### src/rtl/ibmw_pkg.sv
// Shared types, codes and address helpers for the indirect block map walker.
// No dependencies; every other source file but ibmw_ptr_mem imports this package.
package ibmw_pkg;

   localparam int ADDR_W    = 48;
   localparam int BLK_W     = 32;
   localparam int LBLK_W    = 32;
   localparam int SLOT_W    = 4;
   localparam int SHIFT_W   = 5;
   localparam int ISH_W     = 4;
   localparam int SHAMT_W   = 6;
   localparam int LEVEL_W   = 2;

   localparam logic [SHIFT_W-1:0] SHIFT_MIN   = 5'd10;
   localparam logic [SHIFT_W-1:0] SHIFT_MAX   = 5'd16;
   localparam logic [SHIFT_W-1:0] SHIFT_RESET = 5'd10;
   // bytes in one pointer word, as log2
   localparam logic [SHIFT_W-1:0] WORD_LOG    = 5'd2;

   typedef enum logic [1:0] {
      ACT_LOAD  = 2'd0,
      ACT_START = 2'd1,
      ACT_WORD  = 2'd2,
      ACT_NONE  = 2'd3
   } action_type;

   typedef enum logic [1:0] {
      KIND_READ  = 2'd0,
      KIND_DONE  = 2'd1,
      KIND_RANGE = 2'd2,
      KIND_RSVD  = 2'd3
   } kind_type;

   // Decoded item handed from the decode stage to the walk stage.
   typedef struct packed {
      action_type           action;
      logic [BLK_W-1:0]     value;
      logic                 direct;
      logic                 range_err;
      logic [LEVEL_W-1:0]   level;
      logic [LBLK_W-1:0]    rel;
   } dec_type;

   // Clamp the block size shift into its legal range.
   function automatic logic [SHIFT_W-1:0] eff_shift(input logic [SHIFT_W-1:0] shift);
      logic [SHIFT_W-1:0] s;
      s = shift;
      if (s < SHIFT_MIN) s = SHIFT_MIN;
      if (s > SHIFT_MAX) s = SHIFT_MAX;
      return s;
   endfunction

   // log2 of pointer words per block.
   function automatic logic [ISH_W-1:0] index_shift(input logic [SHIFT_W-1:0] shift);
      logic [SHIFT_W-1:0] d;
      d = eff_shift(shift) - WORD_LOG;
      return d[ISH_W-1:0];
   endfunction

   // Byte address of the pointer word of a level inside block blk.
   function automatic logic [ADDR_W-1:0] word_addr(input logic [BLK_W-1:0]   blk,
                                                  input logic [LBLK_W-1:0]  rel,
                                                  input logic [LEVEL_W-1:0] lvl,
                                                  input logic [SHIFT_W-1:0] shift);
      logic [SHIFT_W-1:0] s;
      logic [ISH_W-1:0]   ish;
      logic [SHAMT_W-1:0] shamt;
      logic [LBLK_W-1:0]  idx;
      logic [ADDR_W-1:0]  base;
      s     = eff_shift(shift);
      ish   = index_shift(shift);
      shamt = SHAMT_W'(ish) * SHAMT_W'(lvl);
      idx   = (rel >> shamt) & ((LBLK_W'(1) << ish) - LBLK_W'(1));
      base  = {{(ADDR_W-BLK_W){1'b0}}, blk} << s;
      return base + {{(ADDR_W-LBLK_W-2){1'b0}}, idx, 2'b00};
   endfunction

endpackage

### src/rtl/ibmw_ptr_mem.sv
// Pointer table memory: one write port, one registered read port.
// Per-entry valid bits give the zero reset value. Depends on nothing.
module ibmw_ptr_mem #(
   parameter  int DEPTH  = 15,
   parameter  int DATA_W = 32,
   localparam int AW     = $clog2(DEPTH)
) (
   input  logic              clock,
   input  logic              reset,
   input  logic              wr_en,
   input  logic [AW-1:0]     wr_addr,
   input  logic [DATA_W-1:0] wr_data,
   input  logic              rd_en,
   input  logic [AW-1:0]     rd_addr,
   output logic [DATA_W-1:0] rd_data
);

   logic [DATA_W-1:0] mem [DEPTH];
   logic [DEPTH-1:0]  valid_ff;
   logic [DATA_W-1:0] rd_data_ff;

   always_ff @(posedge clock) begin
      if (wr_en) begin
         mem[wr_addr] <= wr_data;
      end
   end

   always_ff @(posedge clock) begin
      if (reset) begin
         valid_ff <= '0;
      end else if (wr_en) begin
         valid_ff[wr_addr] <= 1'b1;
      end
   end

   // unwritten entries read as zero
   always_ff @(posedge clock) begin
      if (rd_en) begin
         rd_data_ff <= valid_ff[rd_addr] ? mem[rd_addr] : '0;
      end
   end

   assign rd_data = rd_data_ff;

endmodule

### src/rtl/ibmw_decode.sv
// Decode stage: picks the table slot and indirection level of an item.
// Depends on ibmw_pkg.
module ibmw_decode #(
   parameter  int DIRECT_POINTERS = 12,
   parameter  int INDIRECT_LEVELS = 3,
   localparam int SLOTS           = DIRECT_POINTERS + INDIRECT_LEVELS,
   localparam int AW              = $clog2(SLOTS)
) (
   input  logic [1:0]                     req_action,
   input  logic [ibmw_pkg::SLOT_W-1:0]    req_slot,
   input  logic [ibmw_pkg::BLK_W-1:0]     req_value,
   input  logic [ibmw_pkg::LBLK_W-1:0]    req_logical_block,
   input  logic [ibmw_pkg::SHIFT_W-1:0]   shift,
   output ibmw_pkg::dec_type              dec,
   output logic                           wr_en,
   output logic [AW-1:0]                  wr_addr,
   output logic                           rd_en,
   output logic [AW-1:0]                  rd_addr
);
   import ibmw_pkg::*;

   localparam int SLOT_CW = SLOT_W + 1;

   logic [ISH_W-1:0]   ish;
   logic [ADDR_W-1:0]  cum;
   logic [ADDR_W-1:0]  prev;
   logic [ADDR_W-1:0]  base;
   logic [SHAMT_W-1:0] shamt;
   logic               found;
   logic [LEVEL_W-1:0] lvl;
   logic               direct;
   logic [LBLK_W-1:0]  rel;
   action_type         act;

   assign act    = action_type'(req_action);
   assign ish    = index_shift(shift);
   assign direct = req_logical_block < LBLK_W'(DIRECT_POINTERS);
   assign rel    = req_logical_block - LBLK_W'(DIRECT_POINTERS);

   // Level ranges span 2^ish, 2^(2 ish), 2^(3 ish) blocks; first one that holds rel wins.
   always_comb begin
      cum   = '0;
      prev  = '0;
      base  = '0;
      shamt = '0;
      found = 1'b0;
      lvl   = '0;
      for (int lv = 0; lv < INDIRECT_LEVELS; lv++) begin
         prev  = cum;
         shamt = SHAMT_W'(ish) * SHAMT_W'(lv + 1);
         cum   = cum + (ADDR_W'(1) << shamt);
         if (!found && ({{(ADDR_W-LBLK_W){1'b0}}, rel} < cum)) begin
            found = 1'b1;
            lvl   = LEVEL_W'(lv);
            base  = prev;
         end
      end
   end

   always_comb begin
      dec.action    = act;
      dec.value     = req_value;
      dec.direct    = direct;
      dec.range_err = !direct && !found;
      dec.level     = lvl;
      dec.rel       = rel - base[LBLK_W-1:0];
   end

   assign wr_en   = (act == ACT_LOAD) && ({1'b0, req_slot} < SLOT_CW'(SLOTS));
   assign wr_addr = AW'({1'b0, req_slot});
   assign rd_en   = (act == ACT_START);
   assign rd_addr = direct ? req_logical_block[AW-1:0]
                           : AW'(DIRECT_POINTERS) + AW'(lvl);

endmodule

### src/rtl/ibmw_walk.sv
// Walk stage: holds the walk state, forms at most one result per item and drives the
// output register. Depends on ibmw_pkg.
module ibmw_walk (
   input  logic                           clock,
   input  logic                           reset,
   input  logic                           in_valid,
   output logic                           in_ready,
   input  ibmw_pkg::dec_type              dec,
   input  logic [ibmw_pkg::BLK_W-1:0]     table_data,
   input  logic [ibmw_pkg::SHIFT_W-1:0]   shift,
   output logic                           rsp_valid,
   input  logic                           rsp_ready,
   output logic [1:0]                     rsp_kind,
   output logic [ibmw_pkg::ADDR_W-1:0]    rsp_read_address,
   output logic [ibmw_pkg::BLK_W-1:0]     rsp_physical_block
);
   import ibmw_pkg::*;

   logic               s1_valid_ff;
   dec_type            s1_ff;
   logic               busy_ff, busy_in;
   logic [LEVEL_W-1:0] levels_ff, levels_in;
   logic [LBLK_W-1:0]  rel_ff, rel_in;

   logic               out_valid_ff;
   kind_type           out_kind_ff;
   logic [ADDR_W-1:0]  out_addr_ff;
   logic [BLK_W-1:0]   out_blk_ff;

   logic               has_res;
   kind_type           kind;
   logic [BLK_W-1:0]   res_blk;
   logic [BLK_W-1:0]   rd_blk;
   logic [LEVEL_W-1:0] rd_lvl;
   logic [LBLK_W-1:0]  rd_rel;
   logic [ADDR_W-1:0]  res_addr;
   logic               out_free;
   logic               s1_fire;

   always_comb begin
      has_res   = 1'b0;
      kind      = KIND_DONE;
      res_blk   = '0;
      rd_blk    = '0;
      rd_lvl    = '0;
      rd_rel    = rel_ff;
      busy_in   = busy_ff;
      levels_in = levels_ff;
      rel_in    = rel_ff;
      unique case (s1_ff.action)
         ACT_START: begin
            busy_in   = 1'b0;
            levels_in = '0;
            has_res   = 1'b1;
            if (s1_ff.direct) begin
               res_blk = table_data;
            end else if (s1_ff.range_err) begin
               kind = KIND_RANGE;
            end else begin
               rel_in = s1_ff.rel;
               if (table_data != '0) begin
                  busy_in   = 1'b1;
                  levels_in = s1_ff.level;
                  kind      = KIND_READ;
                  rd_blk    = table_data;
                  rd_lvl    = s1_ff.level;
                  rd_rel    = s1_ff.rel;
               end
            end
         end
         ACT_WORD: begin
            if (busy_ff) begin
               has_res = 1'b1;
               if (levels_ff == '0 || s1_ff.value == '0) begin
                  busy_in   = 1'b0;
                  levels_in = '0;
                  res_blk   = s1_ff.value;
               end else begin
                  levels_in = levels_ff - LEVEL_W'(1);
                  kind      = KIND_READ;
                  rd_blk    = s1_ff.value;
                  rd_lvl    = levels_ff - LEVEL_W'(1);
               end
            end
         end
         default: begin
         end
      endcase
   end

   assign res_addr = (kind == KIND_READ) ? word_addr(rd_blk, rd_rel, rd_lvl, shift) : '0;

   // Items with no result retire without needing output space.
   assign out_free = !out_valid_ff || rsp_ready;
   assign s1_fire  = s1_valid_ff && (!has_res || out_free);
   assign in_ready = !s1_valid_ff || s1_fire;

   always_ff @(posedge clock) begin
      if (reset) begin
         s1_valid_ff <= 1'b0;
      end else if (in_ready) begin
         s1_valid_ff <= in_valid;
      end
   end

   always_ff @(posedge clock) begin
      if (in_ready && in_valid) begin
         s1_ff <= dec;
      end
   end

   always_ff @(posedge clock) begin
      if (reset) begin
         busy_ff   <= 1'b0;
         levels_ff <= '0;
         rel_ff    <= '0;
      end else if (s1_fire) begin
         busy_ff   <= busy_in;
         levels_ff <= levels_in;
         rel_ff    <= rel_in;
      end
   end

   always_ff @(posedge clock) begin
      if (reset) begin
         out_valid_ff <= 1'b0;
      end else if (s1_fire && has_res) begin
         out_valid_ff <= 1'b1;
      end else if (rsp_ready) begin
         out_valid_ff <= 1'b0;
      end
   end

   always_ff @(posedge clock) begin
      if (s1_fire && has_res) begin
         out_kind_ff <= kind;
         out_addr_ff <= res_addr;
         out_blk_ff  <= res_blk;
      end
   end

   assign rsp_valid          = out_valid_ff;
   assign rsp_kind           = out_kind_ff;
   assign rsp_read_address   = out_addr_ff;
   assign rsp_physical_block = out_blk_ff;

endmodule

### src/rtl/indirect_block_map_walker.sv
// Top level of the indirect block map walker: config register, pointer table,
// decode and walk stages. Depends on ibmw_pkg, ibmw_ptr_mem, ibmw_decode, ibmw_walk.
//
// Usage:
//   req_* carries one item per transfer: load a pointer slot, start a lookup of a
//   logical block, or hand back a pointer word that an earlier read request asked for.
//   rsp_* returns at most one result per item: a read request with the byte
//   address of the next pointer word, a finished lookup (block 0 marks a hole),
//   or an out of range error. Loads, unused actions and words with no walk in
//   flight give no result.
//   csr_* writes block_size_shift (log2 of the block size, clamped to 10..16);
//   write it only while the block is idle.
// Path: the table read and the decoded item are registered together at the item's
//   transfer; the walk step then writes the result into the output register.
// Throughput: one item per cycle while the walk stage is not held by a full output
//   register; set by the registered table read and the one-step walk update.
// Reset: the table reads as all zero, no walk is in flight, shift is 10.
// Stall: while rsp_ready is low the walk stage still takes one more item with a result
//   and holds it; items that produce no result keep flowing through it until then.
module indirect_block_map_walker #(
   parameter int DIRECT_POINTERS = 12,
   parameter int INDIRECT_LEVELS = 3
) (
   input  logic                           clock,
   input  logic                           reset,
   // item channel
   input  logic                           req_valid,
   output logic                           req_ready,
   input  logic [1:0]                     req_action,
   input  logic [ibmw_pkg::SLOT_W-1:0]    req_slot,
   input  logic [ibmw_pkg::BLK_W-1:0]     req_value,
   input  logic [ibmw_pkg::LBLK_W-1:0]    req_logical_block,
   // result channel
   output logic                           rsp_valid,
   input  logic                           rsp_ready,
   output logic [1:0]                     rsp_kind,
   output logic [ibmw_pkg::ADDR_W-1:0]    rsp_read_address,
   output logic [ibmw_pkg::BLK_W-1:0]     rsp_physical_block,
   // config channel
   input  logic                           csr_valid,
   output logic                           csr_ready,
   input  logic [ibmw_pkg::SHIFT_W-1:0]   csr_wdata
);
   import ibmw_pkg::*;

   localparam int SLOTS = DIRECT_POINTERS + INDIRECT_LEVELS;
   localparam int AW    = $clog2(SLOTS);

   logic [SHIFT_W-1:0] shift_ff;
   dec_type            dec;
   logic               wr_en;
   logic [AW-1:0]      wr_addr;
   logic               rd_en;
   logic [AW-1:0]      rd_addr;
   logic [BLK_W-1:0]   table_data;
   logic               req_xfer;

   // Config is always taken.
   assign csr_ready = 1'b1;

   always_ff @(posedge clock) begin
      if (reset) begin
         shift_ff <= SHIFT_RESET;
      end else if (csr_valid) begin
         shift_ff <= csr_wdata;
      end
   end

   assign req_xfer = req_valid && req_ready;

   ibmw_decode #(
      .DIRECT_POINTERS (DIRECT_POINTERS),
      .INDIRECT_LEVELS (INDIRECT_LEVELS)
   ) u_decode (
      .req_action        (req_action),
      .req_slot          (req_slot),
      .req_value         (req_value),
      .req_logical_block (req_logical_block),
      .shift             (shift_ff),
      .dec               (dec),
      .wr_en             (wr_en),
      .wr_addr           (wr_addr),
      .rd_en             (rd_en),
      .rd_addr           (rd_addr)
   );

   // Loads write and starts read at their own transfer edge, so program
   // order in the table is kept without forwarding.
   ibmw_ptr_mem #(
      .DEPTH  (SLOTS),
      .DATA_W (BLK_W)
   ) u_ptr_mem (
      .clock   (clock),
      .reset   (reset),
      .wr_en   (req_xfer && wr_en),
      .wr_addr (wr_addr),
      .wr_data (req_value),
      .rd_en   (req_xfer && rd_en),
      .rd_addr (rd_addr),
      .rd_data (table_data)
   );

   ibmw_walk u_walk (
      .clock              (clock),
      .reset              (reset),
      .in_valid           (req_valid),
      .in_ready           (req_ready),
      .dec                (dec),
      .table_data         (table_data),
      .shift              (shift_ff),
      .rsp_valid          (rsp_valid),
      .rsp_ready          (rsp_ready),
      .rsp_kind           (rsp_kind),
      .rsp_read_address   (rsp_read_address),
      .rsp_physical_block (rsp_physical_block)
   );

   // Only the read request carries an address.
   a_addr_only_on_read: assert property (@(posedge clock) disable iff (reset)
      rsp_valid && (rsp_kind != KIND_READ) |-> rsp_read_address == '0)
      else $error("read address set on a non-read result");

   // Only a finished lookup carries a block.
   a_blk_only_on_done: assert property (@(posedge clock) disable iff (reset)
      rsp_valid && (rsp_kind != KIND_DONE) |-> rsp_physical_block == '0)
      else $error("physical block set on a non-done result");

   a_kind_legal: assert property (@(posedge clock) disable iff (reset)
      rsp_valid |-> rsp_kind != KIND_RSVD)
      else $error("reserved result kind");

   // Reset flushes both stages.
   a_reset_flush: assert property (@(posedge clock)
      reset |=> !rsp_valid && req_ready)
      else $error("pipeline not empty after reset");

endmodule

### config.mk
export PLATFORM = sky130hd
export DESIGN_NAME = indirect_block_map_walker
export DESIGN_NICKNAME = d
export VERILOG_FILES = /design/src/rtl/ibmw_pkg.sv /design/src/rtl/ibmw_ptr_mem.sv /design/src/rtl/ibmw_decode.sv /design/src/rtl/ibmw_walk.sv /design/src/rtl/indirect_block_map_walker.sv
export SDC_FILE = /design/constraint.sdc
export NUM_CORES = 1
export LEC_CHECK = 0
export BUFFER_PORTS_ARGS = -buffer_cell sky130_fd_sc_hd__clkbuf_2
export CAP_MARGIN = 0
export CORE_AREA = 2 2 365 367
export DETAILED_ROUTE_END_ITERATION = 16
export DIE_AREA = 0 0 367 369
export PLACE_DENSITY_LB_ADDON = 0.05
export RECOVER_POWER = 100
export SKIP_LAST_GASP = 1
export SYNTH_ARGS = -nofsm -noshare
export SYNTH_HDL_FRONTEND = slang
export SYNTH_SLANG_ARGS = --single-unit
### constraint.sdc
create_clock -name clock -period 9.8 [get_ports clock]
set_input_delay 1.96 -clock clock [delete_from_list [all_inputs] [get_ports clock]]
set_output_delay 1.96 -clock clock [all_outputs]
set_load 0.03 [all_outputs]
==> impl_metrics.env, run 1 <==
export IMPL_outcome="finished, violations left"
export IMPL_failed_checks="max-capacitance violations, max-slew violations"
export IMPL_syn_cell_area_sq_um=37820
export IMPL_ir_worst_vdd_uv=168.7
export IMPL_slew_violations=811
export IMPL_initial_core_util=0.2884
export IMPL_gp_congestion=0.8969
export IMPL_arrival_ps=9290
export IMPL_ys_ff_latch=721
export IMPL_grt_pass1_wl_um=206700
export IMPL_die_w_um=367
export IMPL_antenna_found_initial=12
export IMPL_fin_util=0.3320
export IMPL_layout_commonest_cell="edfxtp_1"
export IMPL_routed_wirelength_um=143800
export IMPL_dieArea_sq_um=135400
export IMPL_crit_path_max_incr_delay_ps=1170
export IMPL_hold_buffers=0
export IMPL_drt_iter0_markers=2173
export IMPL_total_power_mw=7.467
export IMPL_avgViaCountPerCell=5.296
export IMPL_timing_worst_setup_path_type="in2reg"
export IMPL_numCtsBuffers=86
export IMPL_cts_tree="done"
export IMPL_cp_depth=18
export IMPL_coreArea_sq_um=131100
export IMPL_grt_max_degree=131
export IMPL_clkSinkCount=721
export IMPL_final_period_utilization=0.9155
export IMPL_slew_headroom=-1.361
export IMPL_syn_instance_count=3372
export IMPL_setup_viol=0
export IMPL_path_buf_inv=2
export IMPL_placed_area_sq_um=41080
export IMPL_fp_dieH_um=369
export IMPL_ys_async_sr_fraction=0
export IMPL_mostFrequentLayoutCells="edfxtp_1, nand2_1, nor2_1"
export IMPL_yosysWarnings=0
export IMPL_fin_area_sq_um=43530
export IMPL_grt_use_total=0.2084
export IMPL_rsz0062_at_grt="false"
export IMPL_area_delta_synth_final_pct=15.10
export IMPL_path_max_fanout=32
export IMPL_nNetsFinal=3754
export IMPL_clock_skew_ps=62.62
export IMPL_cts_path_max_buffers=3
export IMPL_h_tree_depth=3
export IMPL_num_rows=133
export IMPL_cp_start_kind="input pin"
export IMPL_clkLatencyLatePin_ps=700
export IMPL_p_leak_nw=14.87
export IMPL_end_kind="register"
export IMPL_hold_path_class="reg2reg"
export IMPL_holdPathStages=2
export IMPL_dp_cells=5196
export IMPL_setup_total_negative_slack_ps=0
export IMPL_drive_gt1_frac=0.08444
export IMPL_clk_pin_slew_ps=60
export IMPL_hold_worst_slack_ps=458.3
export IMPL_final_hold_violation_count=0
export IMPL_powerDensity_nw_per_um2=171.5
export IMPL_drtAntennaViolNets=0
export IMPL_port_buffers=163
export IMPL_min_period_ps=8972
export IMPL_ys_seq_area_frac=0.5574
export IMPL_dp_slack_ps=476.9
export IMPL_wl_per_cell_um=26.85
export IMPL_drtPass1Iterations=6
export IMPL_instances_no_fill=5356
export IMPL_cp_top_family="simple AND/OR/NAND/NOR gates"
export IMPL_crit_path_top_delay_cell="nor4_1"
export IMPL_synth_avg_cell_area_sq_um=11.22
export IMPL_vias=28367
export IMPL_fmax_mhz=111.5
export IMPL_overflow=0
export IMPL_setup_slack_ps=828.0
export IMPL_detailed_place_hpwl_um=97210
export IMPL_tightest_slew_ps=3541
export IMPL_crit_top_cell="nor2_1"
export IMPL_path_cells="clkbuf_1 -> nor3_1 -> nand4b_1 -> nor2_1 -> xor2_1 -> ha_1 -> o21ai_0 -> nor2_1 -> a2111oi_0 -> nand3_1 -> nor4_1 -> and3_1 -> nor2_1 -> a21oi_1 -> o31ai_1 -> or4_1 -> clkbuf_2 -> nor4_1"
export IMPL_drcViolationCount=0
export IMPL_cts_root_buf="clkbuf_16"
export IMPL_ys_types=91
export IMPL_synth_flop_cell="edfxtp_1"
export IMPL_cap_violations=25
export IMPL_synth_edf_count=664
export IMPL_post_cts_resized=0
export IMPL_first_global_vias=27768
export IMPL_nFillCells=13304
export IMPL_postCtsSetupRepairBufs=0
export IMPL_required_ps=10110
export IMPL_r2r_cells=26
export IMPL_io_pins=165
==> cell type report <==
class                           instances  area (sq um)  area share
Clock buffer                          115          2342     0.05381
Multi-Input combinational cell       2382         15830      0.3638
Tap cell                             1755          2196     0.05045
Sequential cell                       721         21080      0.4843
Clock inverter                         44         460.4     0.01058
Inverter                               80         301.5    0.006927
Antenna cell                            1         2.502  0.00005749
Timing Repair Buffer                  258          1311     0.03012
==> synthesized netlist by cell type, types with 17 or more instances <==
library cell	instances	share of area
a21o_1	38	0.0075
nand3_1	50	0.0066
buf_1	30	0.0030
nor4_1	32	0.0053
clkbuf_1	157	0.016
a31oi_1	24	0.0040
nor2_1	297	0.029
a22oi_1	54	0.011
ha_1	142	0.047
dfxtp_1	57	0.030
edfxtp_1	664	0.53
nand2_1	363	0.036
nand4_1	20	0.0033
or3_1	18	0.0030
xnor2_1	68	0.016
nand2b_1	21	0.0035
and3_1	21	0.0035
inv_1	76	0.0075
nor3_1	103	0.014
mux2i_1	249	0.066
a211oi_1	39	0.0077
o22ai_1	20	0.0033
o211ai_1	64	0.013
o21ai_0	147	0.019
mux2_2	17	0.0051
a311oi_1	30	0.0069
a221oi_1	33	0.0076
nor2b_1	19	0.0031
xor2_1	47	0.011
a21oi_1	251	0.033
==> path summary, 6_finish.rpt <==
kind                    startpoint                     endpoint  slack, ps
max          req_logical_block[10]        u_ptr_mem.rd_data[12]        830
min               u_walk.rel_ff[0]             u_walk.rel_ff[0]        460
max reg2reg       u_walk.s1_ff[41]  u_walk.rsp_read_address[32]        970
min reg2reg       u_walk.rel_ff[0]             u_walk.rel_ff[0]        460
==> worst reg2reg max path, cell delays in order (launching register included) <==
cell and delay (ps):
edfxtp_1 530, nor4_1 420, nand4_1 490, o211ai_1 330, clkbuf_1 390, nor2_1 80, a21oi_1 360, nor3_1 90
ha_1 860, buf_4 460, mux2i_1 520, mux2i_1 260, mux2i_1 480, nor2_1 160, ha_1 280, a21o_1 170
a21o_1 190, a2111oi_0 550, o21ai_0 240, or3b_2 510, a311oi_1 380, nor2b_1 110, and2_0 190, o21a_1 170
nor2_1 110, xor2_1 170, nor2_1 70
==> registers in the layout, indices dropped and copies added, names as in the netlist <==
signal and count:
u_ptr_mem.mem 480, u_walk.s1_ff 70, u_walk.rsp_read_address 48, u_ptr_mem.rd_data 32, u_walk.rel_ff 32, u_walk.rsp_physical_block 32
u_ptr_mem.valid_ff 15, shift_ff 5, u_walk.levels_ff 2, u_walk.rsp_kind 2, u_walk.busy_ff 1, u_walk.rsp_valid 1
u_walk.s1_valid_ff 1
==> where the power goes <==
group,switching [mW],internal [mW]
clock network,1.33,1.85
logic,0.555,0.244
registers,0.0606,3.43
total,1.94,5.52
==> routing by layer <==
metal | vias to the layer above | wire length (um) | global-route usage
met3 | 157 | 6273 | 0.02605
met1 | 14314 | 65960 | 0.2869
met5 | - | 33 | 0
li1 | 13069 | - | -
met4 | 6 | 3049 | 0.04737
met2 | 821 | 68480 | 0.3487
==> kinds of logic after synthesis <==
kind of cell / Yosys count / share of synthesized area
buf+inv: 282 / 0.02885
fa+ha+maj: 145 / 0.04857
mux: 270 / 0.07335
compound gates: 824 / 0.1427
flops: 721 / 0.5574
xor+xnor: 115 / 0.02663
other cells: 2 / 0.0001986
simple gates: 1013 / 0.1223
Note: power is estimated with default switching activity, not from simulation.
==> inputs of run 2 (changes only) <==
- BUFFER_PORTS_ARGS: -buffer_cell sky130_fd_sc_hd__clkbuf_2 -> -buffer_cell sky130_fd_sc_hd__buf_2
==> run 2 against run 1 <==
The run still ends with max-capacitance violations, max-slew violations left. Setup slack better by 260 ps. Fmax up 3.0%. Design area decreased by 0.34%. Power decreased by 2.3%. Combinational power is 0.9% lower. Register-to-register slack better by 120 ps.
==> impl_metrics.env, run 2 (same netlist as run 1, synthesis figures left out) <==
export IMPL_outcome="finished, violations left"
export IMPL_failed_checks="max-capacitance violations, max-slew violations"
export IMPL_slew_violations=743
export IMPL_coreArea_sq_um=131100
export IMPL_reg2reg_slack_ps=1090
export IMPL_cap_violations=23
export IMPL_r2r_cells=38
export IMPL_dieArea_sq_um=135400
export IMPL_cts_tree="done"
export IMPL_crit_path_max_incr_delay_ps=630
export IMPL_met3_usage=0.02781
export IMPL_setup_viol=0
export IMPL_crit_top_cell="ha_1"
export IMPL_detailed_place_hpwl_um=97080
export IMPL_fin_area_sq_um=43380
export IMPL_path_buf_inv=4
export IMPL_final_hold_violation_count=0
export IMPL_fp_dieH_um=369
export IMPL_p_leak_nw=14.80
export IMPL_gp_congestion=0.8825
export IMPL_tightest_slew_ps=3883
export IMPL_avgViaCountPerCell=5.230
export IMPL_cp_start_kind="register"
export IMPL_end_kind="register"
export IMPL_initial_core_util=0.2884
export IMPL_vias=28055
export IMPL_h_tree_depth=3
export IMPL_drcViolationCount=0
export IMPL_drive_gt1_frac=0.08484
export IMPL_hp_start="u_ptr_mem.valid_ff[6]"
export IMPL_io_pins=165
export IMPL_min_period_ps=8710
export IMPL_drt_iter0_markers=2169
export IMPL_hold_path_class="reg2reg"
export IMPL_drtPass1Iterations=7
export IMPL_grt_pass1_wl_um=203900
export IMPL_clock_skew_ps=47.00
export IMPL_grt_use_total=0.2050
export IMPL_numCtsBuffers=85
export IMPL_mostFrequentLayoutCells="edfxtp_1, nand2_1, nor2_1"
export IMPL_clkLatencyLatePin_ps=700
export IMPL_port_buffers=163
export IMPL_clk_pin_slew_ps=60
export IMPL_hold_worst_slack_ps=464.0
export IMPL_clkSinkCount=721
export IMPL_slew_headroom=-1.588
export IMPL_num_rows=133
export IMPL_ir_worst_vdd_uv=183.1
export IMPL_post_cts_resized=0
export IMPL_rsz0062_at_grt="false"
export IMPL_layout_commonest_cell="edfxtp_1"
export IMPL_total_power_mw=7.297
export IMPL_fmax_mhz=114.8
export IMPL_first_global_vias=27812
export IMPL_area_delta_synth_final_pct=14.71
export IMPL_cts_path_max_buffers=3
export IMPL_hold_path_endpoint="u_ptr_mem.valid_ff[6]"
export IMPL_routed_wirelength_um=141400
export IMPL_r2r_end="u_walk.s1_ff[31]"
export IMPL_hold_buffers=0
export IMPL_nNetsFinal=3761
export IMPL_grtUsageMet2=0.3440
export IMPL_largest_register="u_ptr_mem.mem"
export IMPL_cp_top_family="simple AND/OR/NAND/NOR gates"
export IMPL_antenna_found_initial=15
export IMPL_powerDensity_nw_per_um2=168.2
export IMPL_placed_area_sq_um=41110
export IMPL_setup_total_negative_slack_ps=0
export IMPL_internal_power_mw=5.361
export IMPL_overflow=0
export IMPL_busiest_layer="met2"
export IMPL_switching_share=0.2652
export IMPL_p_switching_mw=1.935
export IMPL_arrival_ps=9120
export IMPL_cts_root_buf="clkbuf_16"
export IMPL_holdPathStages=2
export IMPL_required_ps=10210
export IMPL_crit_path_top_delay_cell="nor3_1"
export IMPL_postCtsSetupRepairBufs=0
export IMPL_pwr_share_comb=0.109
export IMPL_drtAntennaViolNets=0
export IMPL_largest_reg_flops=480
export IMPL_path_max_fanout=18
export IMPL_die_w_um=367
export IMPL_rr_startpoint="shift_ff[4]"
export IMPL_final_period_utilization=0.8888
export IMPL_met1_usage=0.2797
export IMPL_clockPowerShare=0.413
export IMPL_grt_max_degree=117
export IMPL_power_frac_seq=0.479
export IMPL_timing_worst_setup_path_type="reg2reg"
export IMPL_wl_per_cell_um=26.36
==> run 2: layer usage <==
layer | share of wire | up-vias
met3 | 0.044 | 171
li1 | - | 13089
met5 | 0.00028 | -
met1 | 0.46 | 14019
met2 | 0.48 | 770
met4 | 0.022 | 6
==> run 2: through the flow <==
stage,util,instances,setup WS (ps)
6_report,0.3308,5364,1090
5_1_grt,0.3308,5363,371.8
4_1_cts,0.3336,5362,1252
3_5_place_dp,0.3135,5204,637.0
3_3_place_gp,0.3135,5204,794.8
2_1_floorplan,-,3385,612.1
==> run 2: worst reg2reg max path, delay by kind of cell (launching register included) <==
| kind | cells | cell delay, ps |
|---|---|---|
| XOR/XNOR | 4 | 540 |
| adder cells (fa/ha/maj) | 6 | 1500 |
| buffers and inverters | 4 | 850 |
| AO/OA/AOI/OAI | 13 | 2390 |
| flip-flops | 1 | 560 |
| AND/OR/NAND/NOR | 11 | 2580 |
==> run 2: worst max-delay path by stage <==
stage / from / cells past startpoint / end / slack (ps)
5_1_grt: shift_ff[4] / 40 / u_walk.s1_ff[30] / 370
3_3_place_gp: req_logical_block[10] / 25 / u_walk.s1_ff[30] / 790
3_5_place_dp: req_logical_block[10] / 25 / u_walk.s1_ff[30] / 640
4_1_cts: shift_ff[4] / 40 / u_walk.s1_ff[30] / 1250
6_report: shift_ff[4] / 38 / u_walk.s1_ff[31] / 1090
2_1_floorplan: shift_ff[1] / 42 / u_walk.s1_ff[31] / 610
==> run 2: cell type report <==
cell class,count,area [sq um]
Clock inverter,38,285.3
Antenna cell,2,5.005
Timing Repair Buffer,266,1338
Inverter,80,301.5
Clock buffer,120,2350
Sequential cell,721,21080
Fill cell,13377,87750
Multi-Input combinational cell,2382,15830
Tap cell,1755,2196
==> run 2: power groups by stage <==
stage               clock, mW  combinational, mW  sequential [mW]
detailed placement          0              0.808             3.55
finish                   3.01              0.792             3.49
global route             3.21              0.874             3.50
CTS                      3.10              0.811             3.49
floorplan                   0              0.467             3.54
global placement            0              0.808             3.55
==> inputs of run 3 (changes only) <==
==> constraint.sdc (replaced) <==
create_clock -name clock -period 9.8 [get_ports clock]
set_input_delay 0.49 -clock clock [delete_from_list [all_inputs] [get_ports clock]]
set_output_delay 0.49 -clock clock [all_outputs]
set_load 0.03 [all_outputs]
==> run 3 against run 2 <==
The flow still finishes with violations (max-capacitance violations, max-slew violations). Sequential power barely moved. Non-clock buffer count fell by 20. Clock skew fell by 2.4 ps. Register-to-register slack got worse by 410 ps. Power rose by 1.6%. Clock power rose by 4%. Routed wire length rose by 2.2%. Flip-flop and latch count did not move.
==> impl_metrics.env, run 3 (same netlist as run 1, synthesis figures left out) <==
export IMPL_setup_total_negative_slack_ps=0
export IMPL_dieArea_sq_um=135400
export IMPL_io_pins=165
export IMPL_power_frac_seq=0.471
export IMPL_drtAntennaViolNets=0
export IMPL_clock_skew_ps=44.59
export IMPL_r2r_cells=26
export IMPL_initial_core_util=0.2884
export IMPL_mostFrequentLayoutCells="edfxtp_1, nand2_1, nor2_1"
export IMPL_slew_headroom=-1.352
export IMPL_die_w_um=367
export IMPL_cp_start_kind="register"
export IMPL_p_switching_mw=1.964
export IMPL_numCtsBuffers=86
export IMPL_final_hold_violation_count=0
export IMPL_internal_power_mw=5.453
export IMPL_powerDensity_nw_per_um2=170.9
export IMPL_cts_root_buf="clkbuf_16"
export IMPL_clockPowerShare=0.423
export IMPL_failed_checks="max-capacitance violations, max-slew violations"
export IMPL_drcViolationCount=0
export IMPL_clkLatencyLatePin_ps=710
export IMPL_final_period_utilization=0.9307
export IMPL_fp_dieH_um=369
export IMPL_total_power_mw=7.417
export IMPL_p_leak_nw=14.80
export IMPL_instances_no_fill=5341
export IMPL_reg2reg_slack_ps=680
export IMPL_outcome="finished, violations left"
export IMPL_min_period_ps=9121
export IMPL_end_kind="register"
export IMPL_avgViaCountPerCell=5.265
export IMPL_drtPass1Iterations=8
export IMPL_placed_area_sq_um=40980
export IMPL_nNetsFinal=3742
export IMPL_postCtsSetupRepairBufs=0
export IMPL_r2r_end="u_walk.rsp_read_address[32]"
export IMPL_hp_start="csr_wdata[0]"
export IMPL_port_buffers=163
export IMPL_cp_top_family="compound AO/OA/AOI/OAI gates"
export IMPL_vias=28121
export IMPL_cts_path_max_buffers=3
export IMPL_cap_violations=22
export IMPL_fmax_mhz=109.6
export IMPL_clkSinkCount=721
export IMPL_clk_pin_slew_ps=60
export IMPL_crit_path_max_incr_delay_ps=900
export IMPL_hold_worst_slack_ps=110.8
export IMPL_switching_share=0.2648
export IMPL_holdPathStages=3
export IMPL_routed_wirelength_um=144500
export IMPL_path_max_fanout=16
export IMPL_fin_area_sq_um=43410
export IMPL_largest_register="u_ptr_mem.mem"
export IMPL_arrival_ps=9540
export IMPL_nFillCells=13352
export IMPL_antenna_cells=0
export IMPL_largest_reg_flops=480
export IMPL_h_tree_depth=3
export IMPL_grt_max_degree=101
export IMPL_hold_path_endpoint="shift_ff[0]"
export IMPL_required_ps=10210
export IMPL_dp_slack_ps=870.7
export IMPL_coreArea_sq_um=131100
export IMPL_rr_startpoint="u_walk.s1_ff[65]"
export IMPL_setup_slack_ps=679.1
export IMPL_setup_viol=0
export IMPL_timing_worst_setup_path_type="reg2reg"
export IMPL_ir_worst_vdd_uv=126.6
export IMPL_grt_use_total=0.2093
export IMPL_layout_commonest_cell="edfxtp_1"
export IMPL_grt_pass1_wl_um=206700
export IMPL_slew_violations=682
export IMPL_path_buf_inv=2
export IMPL_tightest_slew_ps=3527
export IMPL_drive_gt1_frac=0.08728
export IMPL_overflow=0
export IMPL_area_delta_synth_final_pct=14.78
export IMPL_pwr_share_comb=0.106
export IMPL_rsz0062_at_grt="false"
export IMPL_crit_path_top_delay_cell="o211ai_1"
export IMPL_first_global_vias=27983
export IMPL_drt_iter0_markers=2324
export IMPL_dp_cells=5184
export IMPL_gp_congestion=0.8918
export IMPL_wl_per_cell_um=27.06
export IMPL_crit_top_cell="nor2_1"
export IMPL_detailed_place_hpwl_um=98190
export IMPL_cts_tree="done"
export IMPL_num_rows=133
export IMPL_antenna_found_initial=7
export IMPL_fin_util=0.3310
export IMPL_hold_path_class="in2reg"
-- run 3: cell count changes in the layout (fill, tap and decap cells not counted), sizes merged --
| cell | change |
|---|---|
| clkbuf | -30 |
| buf | -12 |
| clkinv | +11 |
| bufinv | +6 |
| clkinvlp | +5 |
| diode | -2 |
| inv | -1 |
-- run 3: worst reg2reg max path: cells and delay by family, from the launching register on --
| kind | cells | cell delay [ps] |
|---|---|---|
| compound gates | 8 | 3010 |
| simple gates | 10 | 2250 |
| xor+xnor | 2 | 880 |
| fa+ha+maj | 3 | 790 |
| buf+inv | 2 | 770 |
| flops | 1 | 600 |
| mux | 1 | 540 |
-- run 3: how the worst max path moves through the flow --
| stage | depth (start not counted) | startpoint | end | slack, ps |
|---|---|---|---|---|
| 2_1_floorplan | 42 | shift_ff[1] | u_walk.s1_ff[31] | 610 |
| 3_3_place_gp | 27 | u_walk.s1_ff[66] | u_walk.rsp_read_address[32] | 770 |
| 3_5_place_dp | 38 | shift_ff[1] | u_walk.s1_ff[31] | 870 |
| 4_1_cts | 38 | shift_ff[1] | u_walk.s1_ff[31] | 830 |
| 5_1_grt | 27 | u_walk.s1_ff[46] | u_walk.rsp_read_address[32] | 50 |
| 6_report | 26 | u_walk.s1_ff[65] | u_walk.rsp_read_address[32] | 680 |
-- run 3: repair_timing --
| item | 4_1_cts | 5_1_grt |
|---|---|---|
| setup endpoints to repair | 0 | 2 |
| hold buffers | 0 | 0 |
| gates resized for setup | 0 | 1 |
-- run 3: power groups by stage --
| stage | combinational (mW) | clock, mW | sequential, mW |
|---|---|---|---|
| after floorplan | 0.467 | 0 | 3.54 |
| after global routing | 0.866 | 3.34 | 3.50 |
| after global placement | 0.797 | 0 | 3.55 |
| after detailed placement | 0.797 | 0 | 3.55 |
| after CTS | 0.799 | 3.24 | 3.49 |
| final | 0.785 | 3.14 | 3.49 |
-- run 3: layer usage --
layer / wire (um) / global-route usage / up-vias
li1: - / - / 13016
met1: 67250 / 0.2887 / 14204
met2: 68600 / 0.3483 / 713
met3: 5269 / 0.02396 / 182
met4: 3369 / 0.05407 / 6
met5: 40 / 0 / -
-- run 3: layout make-up --
cell class	instances	area (sq um)	share of cell area
clock buffer	98	2197	0.05061
clock inverter	59	553.0	0.01274
inverter	80	301.5	0.006946
multi-input combinational	2382	15850	0.3651
sequential	721	21080	0.4856
tap	1755	2196	0.05059
timing repair buffer	246	1231	0.02836
